`src/alid_pkg.sv`:
```
package alid_pkg;

	localparam int DEPTH = 32;
	localparam int IDX_W = $clog2(DEPTH);
	localparam int CNT_W = $clog2(DEPTH + 1);
	localparam int VAL_W = 32;

	localparam logic [1:0] KIND_INSERT = 2'd0;
	localparam logic [1:0] KIND_DELETE = 2'd1;
	localparam logic [1:0] KIND_FIND   = 2'd2;

	localparam logic [1:0] ST_OK       = 2'd0;
	localparam logic [1:0] ST_FULL     = 2'd1;
	localparam logic [1:0] ST_BADPOS   = 2'd2;
	localparam logic [1:0] ST_NOTFOUND = 2'd3;

	typedef struct packed {
		logic                    ins_en;
		logic                    del_en;
		logic                    cmp_en;
		logic [CNT_W-1:0]        pos;
		logic [CNT_W-1:0]        count;
		logic signed [VAL_W-1:0] value;
	} cell_cmd_t;

endpackage

```
`src/array_list_insert_delete_find_core.sv`:
```
// An accepted item is registered; the cell row then updates or compares in the
// execute step, and the encode step priority encodes the match vector once the
// output register is free. The core takes no new item until the last is encoded.
// A finished result may wait in the output register while the next item is taken.
// Reset clears the count to an empty list and drops any pending result;
// the entries themselves are not cleared.
module array_list_insert_delete_find_core (
	input  logic        clk,
	input  logic        arst_n,
	input  logic        in_valid,
	output logic        in_ready,
	input  logic [1:0]  kind,
	input  logic [5:0]  position,
	input  logic signed [31:0] value,
	output logic        out_valid,
	input  logic        out_ready,
	output logic [1:0]  status,
	output logic [4:0]  found_index,
	output logic [5:0]  entry_count
);
	import alid_pkg::*;

	localparam logic [1:0] S_IDLE = 2'd0;
	localparam logic [1:0] S_EXEC = 2'd1;
	localparam logic [1:0] S_ENC  = 2'd2;

	logic [1:0]              state_q;
	logic [1:0]              kind_q;
	logic [CNT_W-1:0]        pos_q;
	logic signed [VAL_W-1:0] value_q;
	logic [CNT_W-1:0]        count_q;
	logic [1:0]              pre_status_q;
	logic                    out_valid_q;
	logic [1:0]              status_q;
	logic [IDX_W-1:0]        found_q;
	logic [CNT_W-1:0]        res_count_q;

	cell_cmd_t               cmd;
	logic [1:0]              exec_status;
	logic signed [VAL_W-1:0] entries [DEPTH];
	logic [DEPTH-1:0]        hit_vec;
	logic [IDX_W-1:0]        hit_idx;
	logic                    enc_go;

	assign in_ready    = (state_q == S_IDLE);
	assign out_valid   = out_valid_q;
	assign status      = status_q;
	assign found_index = 5'(found_q);
	assign entry_count = 6'(res_count_q);
	assign enc_go      = (state_q == S_ENC) && (!out_valid_q || out_ready);

	always_comb begin
		exec_status = ST_OK;
		case (kind_q)
			KIND_INSERT: begin
				if (count_q >= CNT_W'(DEPTH)) begin
					exec_status = ST_FULL;
				end else if (pos_q > count_q) begin
					exec_status = ST_BADPOS;
				end
			end
			KIND_DELETE: begin
				if (pos_q >= count_q) begin
					exec_status = ST_BADPOS;
				end
			end
			default: exec_status = ST_OK;
		endcase
	end

	always_comb begin
		cmd.ins_en = (state_q == S_EXEC) && (kind_q == KIND_INSERT) && (exec_status == ST_OK);
		cmd.del_en = (state_q == S_EXEC) && (kind_q == KIND_DELETE) && (exec_status == ST_OK);
		cmd.cmp_en = (state_q == S_EXEC) && (kind_q == KIND_FIND);
		cmd.pos    = pos_q;
		cmd.count  = count_q;
		cmd.value  = value_q;
	end

	for (genvar g = 0; g < DEPTH; g++) begin : g_cell
		alid_cell u_cell (
			.clk        (clk),
			.arst_n     (arst_n),
			.cmd        (cmd),
			.cell_idx   (IDX_W'(g)),
			.left_entry (entries[(g == 0) ? 0 : g - 1]),
			.right_entry(entries[(g == DEPTH - 1) ? g : g + 1]),
			.entry      (entries[g]),
			.match      (hit_vec[g])
		);
	end

	always_comb begin
		hit_idx = '0;
		for (int i = DEPTH - 1; i >= 0; i--) begin
			if (hit_vec[i]) begin
				hit_idx = IDX_W'(i);
			end
		end
	end

	always_ff @(posedge clk) begin
		if (in_valid && in_ready) begin
			kind_q  <= kind;
			pos_q   <= CNT_W'(position);
			value_q <= value;
		end
		if (state_q == S_EXEC) begin
			pre_status_q <= exec_status;
		end
		if (enc_go) begin
			res_count_q <= count_q;
			if (kind_q == KIND_FIND) begin
				status_q <= (|hit_vec) ? ST_OK : ST_NOTFOUND;
				found_q  <= (|hit_vec) ? hit_idx : '0;
			end else begin
				status_q <= pre_status_q;
				found_q  <= '0;
			end
		end
	end

	always_ff @(posedge clk or negedge arst_n) begin
		if (!arst_n) begin
			state_q     <= S_IDLE;
			count_q     <= '0;
			out_valid_q <= 1'b0;
		end else begin
			case (state_q)
				S_IDLE: begin
					if (in_valid) begin
						state_q <= S_EXEC;
					end
				end
				S_EXEC: begin
					if (cmd.ins_en) begin
						count_q <= count_q + 1'b1;
					end else if (cmd.del_en) begin
						count_q <= count_q - 1'b1;
					end
					state_q <= S_ENC;
				end
				S_ENC: begin
					if (enc_go) begin
						state_q <= S_IDLE;
					end
				end
				default: state_q <= S_IDLE;
			endcase
			if (enc_go) begin
				out_valid_q <= 1'b1;
			end else if (out_ready) begin
				out_valid_q <= 1'b0;
			end
		end
	end

`ifndef SYNTHESIS
	a_count_range: assert property (@(posedge clk) disable iff (!arst_n)
		count_q <= CNT_W'(DEPTH))
		else $error("Entry count exceeds the list depth.");

	a_count_only_in_exec: assert property (@(posedge clk) disable iff (!arst_n)
		(count_q != $past(count_q)) |-> ($past(state_q) == S_EXEC))
		else $error("Entry count changed outside the execute step.");

	a_full_means_full: assert property (@(posedge clk) disable iff (!arst_n)
		(out_valid_q && status_q == ST_FULL) |-> (res_count_q == CNT_W'(DEPTH)))
		else $error("List full reported while the list has room.");

	a_found_zero: assert property (@(posedge clk) disable iff (!arst_n)
		$rose(out_valid_q) && (status_q != ST_OK) |-> (found_q == '0))
		else $error("Found index set on a result that is not a successful find.");
`endif

endmodule

```
`src/alid_cell.sv`:
```
module alid_cell (
	input  logic                           clk,
	input  logic                           arst_n,
	input  alid_pkg::cell_cmd_t            cmd,
	input  logic [alid_pkg::IDX_W-1:0]     cell_idx,
	input  logic signed [alid_pkg::VAL_W-1:0] left_entry,
	input  logic signed [alid_pkg::VAL_W-1:0] right_entry,
	output logic signed [alid_pkg::VAL_W-1:0] entry,
	output logic                           match
);
	import alid_pkg::*;

	logic signed [VAL_W-1:0] entry_q;
	logic                    match_q;
	logic [CNT_W-1:0]        idx_ext;

	assign idx_ext = CNT_W'(cell_idx);
	assign entry   = entry_q;
	assign match   = match_q;

	always_ff @(posedge clk) begin
		if (cmd.ins_en) begin
			if (idx_ext == cmd.pos) begin
				entry_q <= cmd.value;
			end else if (idx_ext > cmd.pos) begin
				entry_q <= left_entry;
			end
		end else if (cmd.del_en) begin
			if (idx_ext >= cmd.pos) begin
				entry_q <= right_entry;
			end
		end
	end

	always_ff @(posedge clk or negedge arst_n) begin
		if (!arst_n) begin
			match_q <= 1'b0;
		end else if (cmd.cmp_en) begin
			match_q <= (entry_q == cmd.value) && (idx_ext < cmd.count);
		end
	end

endmodule

```
`config.mk`:
```
export PLATFORM = sky130hd
export DESIGN_NAME = array_list_insert_delete_find_core
export DESIGN_NICKNAME = d
export VERILOG_FILES = /design/src/alid_pkg.sv /design/src/array_list_insert_delete_find_core.sv /design/src/alid_cell.sv
export SDC_FILE = /design/constraint.sdc
export NUM_CORES = 2
export LEC_CHECK = 0
export BUFFER_PORTS_ARGS = -buffer_cell sky130_fd_sc_hd__buf_4
export CAP_MARGIN = 20
export CORE_ASPECT_RATIO = 1.4
export CORE_MARGIN = 4
export CORE_UTILIZATION = 60
export CTS_CLUSTER_DIAMETER = 120
export DETAILED_ROUTE_END_ITERATION = 16
export MAX_ROUTING_LAYER = met4
export PLACE_DENSITY = 0.76
export SYNTH_ARGS = -nofsm -noshare
export SYNTH_HDL_FRONTEND = slang
export SYNTH_SLANG_ARGS = --single-unit
```
`constraint.sdc`:
```
create_clock -name clk -period 10.35 [get_ports clk]
set_clock_uncertainty 0.2 [all_clocks]
set_input_delay 1.5525 -clock clk [delete_from_list [all_inputs] [get_ports clk]]
set_output_delay 1.5525 -clock clk [all_outputs]
set_load 0.005 [all_outputs]
```
==> impl_summary.md <==
Status
The run finished with clean final reports.

Clocking
The number of levels in the clock H-tree is 3. The TritonCTS sink count is ~1,100. The cts-stage hold buffer count is 0. The total CTS buffers is 112. At the later pin of the worst-skew pair, clock insertion delay measures 0.74 ns. In this run the clock root is driven by a sky130_fd_sc_hd__clkbuf_16. The CTS tree is built.

Clock-pin slew was measured on the worst setup and hold paths at 0.07 ns. The total setup buffers inserted after CTS is 0. The number of resized instances in the post-cts repair step is 0.

The worst-case clock buffer depth is 3.

STA
The number of hold violations in the final report came to 0. The final number of max-transition violations is 0. For this run, the top clock speed supported by timing is approximately 200 MHz. Setup repair after global routing left no endpoint under its margin. Setup slack on the critical path of the routed design comes to 5.29 ns. Adding up every negative setup slack in the final design gives 0 ns. The final cycle utilization of the critical path is 0.489. The hold slack is 0.355 ns.

The worst relative slew slack is 0.217. The worst path needs 5.06 ns of the cycle, external delays included. Setup violations remaining at the end of the flow were counted as 0.

The transition time of the tightest slew-check pin is 1.15 ns.

Route
The detail route stage leaves a number of antenna-violating nets equal to 0. After detailed routing, the number of remaining DRC violations is 0. The routed design uses 20.3 mm of met3 wire.

The sum of routed wire length over all layers is 224 mm. For this block, the initial DRC count from the detailed router was 6,881. In this run the top signal layer used is met4. The total number of vias is 50,700. The first detailed-routing pass ran for 7 iterations.

The detailed router put a total of 78.9 mm of wire on met1. After detailed routing, the number of vias per cell comes to 6.64. The routed length on met2 is 104 mm. The routed wire length per instance is 29.3 microns.

Layout
The number of filler cells placed in the layout is 8,802. In the final design database the tool counted 6,125 nets. The sequential cells in the finished layout cover a total of 33,400 sq um. The share of layout cells above drive strength 1 is 0.0813.

The footprint of the multi-input gates is 32,100 sq um. The layout-stage area growth over the synthesis result is 7.07%.

Yosys
The Yosys step of the flow raised 0 warnings. The synthesized design contains about 1,100 register bits. The synthesized netlist occupies a cell area of 67,900 sq um.

The cell count after synthesis is 6,337. The most used flip-flop cell after synthesis is sky130_fd_sc_hd__edfxtp_1. In the synthesized netlist the async set-or-reset flop fraction comes to 0.0366.

The average instance in the mapped netlist occupies 10.7 sq um. The number of enable flip-flop cells after synthesis is 1,079. The sequential share of the synthesized area is 0.492. The number of different library cells used by synthesis comes to 63. Counting every net in the synthesized netlist gives 6,390.

GRT
In the global route stage, overall resource usage came out at 0.379. The number of global-route vias before repair is a little under 50,000. Entering global routing, the biggest net connects 275 pins. The initial antenna violation count was 2. The final global-route overflow total is 0.

The wire length of the first global-routing pass is between 300 and 400 mm.

Place
The placed wire-length estimate after detailed placement is 154 mm. The congestion estimate from routability-driven global placement came to 0.979. The count of input and output buffers is 58.

The minimum setup slack after placement is 4.97 ns.

Floorplanning
The floorplan step defined a core boundary enclosing 112,000 sq um. The total number of placement rows is about 150. The area of the die is approximately 120,000 sq um.

For this configuration, the core starts out at a cell density of 0.607. The floorplan step set the die height to between 400 and 500 microns. 59 I/O pins were placed. The x dimension of the die is 292 microns.

Pwr
VDD sags by at most 0.218 mV. The static leakage is 30.7 nW. In this run the power density over the cells is approximately 160 nW/um^2.

Critical path
The critical path is of the flop to flop type. On the worst path, the slowest cell contributes a delay of 0.90 ns. The worst path arrival time is 5.31 ns.

The kind of capture point of the worst setup path is a flop. The most numerous cell type found on the critical path is sky130_fd_sc_hd__buf_4. The number of buffer and inverter stages on the critical path is 5. The signal on the critical path passes through inv_1 -> ha_1 -> and3_1 -> a21oi_1 -> o21ai_4 -> buf_12 -> buf_4 -> buf_4 -> buf_16 -> o21ai_0. The kind of cell with the highest combined delay along the critical path is buffers and inverters.

At the worst endpoint, the required time is 10.60 ns. The largest individual stage delay along the critical path comes from the cell sky130_fd_sc_hd__buf_4. The maximum fanout encountered on the critical timing path is 273. STA classifies the critical path startpoint as a flop.

Flow run
Max-cap violations in this run came to 0.

Min path
The min-delay analysis places its worst path in the category flop to flop.
registers in the layout, summed over array words and instances, names as in the netlist:
signal               cells
g_cell.u_cell.entry   1024
g_cell.u_cell.match     32
value_q                 32
count_q                  6
entry_count              6
pos_q                    6
found_index              5
kind_q                   2
pre_status_q             2
state_q                  2
status                   2
out_valid                1
synth_stat cells (all sizes together), types with 43 or more instances:
cell	instances	area share
a21oi	43	0.0032
buf	333	0.026
clkbuf	229	0.013
edfxtp	1079	0.48
mux2	64	0.011
mux2i	961	0.14
nand2	1023	0.057
nand4	162	0.015
nor2	48	0.0031
nor4	146	0.014
o21ai	991	0.073
xnor2	574	0.074
xor2	455	0.059
metal layers:
| layer | vias up | track usage |
|---|---|---|
| met5 | - | - |
| met1 | 24400 | 0.453 |
| met3 | 946 | 0.0508 |
| met4 | 0 | 0.274 |
| met2 | 3224 | 0.594 |
| li1 | 22100 | - |
cell usage in the layout (no fill, tap or decap), types with 5 or more instances in the layout:
cell type,instances
sky130_fd_sc_hd__nand2_1,999
sky130_fd_sc_hd__o21ai_1,255
sky130_fd_sc_hd__buf_4,160
sky130_fd_sc_hd__nor2_1,32
sky130_fd_sc_hd__nor3_1,33
sky130_fd_sc_hd__nor2_4,9
sky130_fd_sc_hd__clkinvlp_4,5
sky130_fd_sc_hd__bufinv_16,9
sky130_fd_sc_hd__a21oi_4,17
sky130_fd_sc_hd__clkinv_1,15
sky130_fd_sc_hd__dfrtp_1,41
sky130_fd_sc_hd__edfxtp_1,1079
sky130_fd_sc_hd__a2111oi_0,5
sky130_fd_sc_hd__mux2_2,64
sky130_fd_sc_hd__nor2_2,7
sky130_fd_sc_hd__xor2_1,455
sky130_fd_sc_hd__a32o_1,9
sky130_fd_sc_hd__a21oi_1,26
sky130_fd_sc_hd__nand2b_1,13
sky130_fd_sc_hd__xnor2_1,574
sky130_fd_sc_hd__nor4_1,145
sky130_fd_sc_hd__nand4_1,162
sky130_fd_sc_hd__clkbuf_1,21
sky130_fd_sc_hd__buf_12,21
sky130_fd_sc_hd__clkinv_2,33
sky130_fd_sc_hd__mux2i_1,961
sky130_fd_sc_hd__ha_1,9
sky130_fd_sc_hd__nand3_1,29
sky130_fd_sc_hd__clkbuf_16,112
sky130_fd_sc_hd__nand2_2,21
sky130_fd_sc_hd__o21ai_0,735
sky130_fd_sc_hd__inv_1,16
kinds of logic (layout without fill, tap and decap cells):
family / count (synthesis) / after routing / share of synthesized area
adder cells (fa/ha/maj): 9 / 9 / 0.00166
other: 0 / 1 / 0
AO/OA/AOI/OAI: 1082 / 1082 / 0.0820
XOR/XNOR: 1029 / 1029 / 0.133
AND/OR/NAND/NOR: 1493 / 1493 / 0.0992
flip-flops: 1120 / 1120 / 0.492
buffers and inverters: 579 / 408 / 0.0400
multiplexers: 1025 / 1025 / 0.152
per-stage QoR:
step / cells / util / total power [mW] / instance area, sq um
finish: 7637 / 0.650 / 11.8 / 72700
global route: 7636 / 0.650 / 12.1 / 72700
CTS: 7629 / 0.648 / 11.7 / 72600
detailed placement: 7421 / 0.616 / 7.69 / 69000
global placement: 7418 / 0.616 / 7.65 / 68900
floorplan: 6337 / - / 6.88 / 67900
power breakdown:
group | switching [mW] | internal, mW | total, mW
Sequential | 0.206 | 5.19 | 5.40
Combinational | 1.56 | 0.715 | 2.28
Clock | 1.86 | 2.24 | 4.11
Total | 3.63 | 8.15 | 11.8
final timing paths:
check | from | to | slack, ns | cells after the start
worst max-delay path | count_q[4]$_DFFE_PN0P_ | g_cell[30].u_cell.entry[13]$_DFFE_PP_ | 5.29 | 10
worst min-delay path | out_valid$_DFFE_PN0P_ | out_valid$_DFFE_PN0P_ | 0.35 | 2
worst max register to register | count_q[4]$_DFFE_PN0P_ | g_cell[30].u_cell.entry[13]$_DFFE_PP_ | 5.29 | 10
worst min register to register | out_valid$_DFFE_PN0P_ | out_valid$_DFFE_PN0P_ | 0.35 | 2
max in group asynchronous | arst_n | count_q[0]$_DFFE_PN0P_ | 8.57 | 1
min in group asynchronous | arst_n | g_cell[12].u_cell.match$_DFFE_PN0P_ | 0.78 | 1
area by class of cell:
type	count	area share
tap	1470	0.0253
multi-input combinational	4638	0.442
inverter	17	0.000878
timing repair buffer	183	0.0231
antenna	1	0.0000344
clock buffer	137	0.0404
clock inverter	71	0.00867
sequential	1120	0.460
worst reg2reg max path: stages (launching register included):
cell and delay, ns:
sky130_fd_sc_hd__dfrtp_1 0.67, sky130_fd_sc_hd__inv_1 0.26, sky130_fd_sc_hd__ha_1 0.38, sky130_fd_sc_hd__and3_1 0.16, sky130_fd_sc_hd__a21oi_1 0.14, sky130_fd_sc_hd__o21ai_4 0.29
sky130_fd_sc_hd__buf_12 0.67, sky130_fd_sc_hd__buf_4 0.94, sky130_fd_sc_hd__buf_4 0.47, sky130_fd_sc_hd__buf_16 0.37, sky130_fd_sc_hd__o21ai_0 0.22
Power figures use the tool's default switching activity.
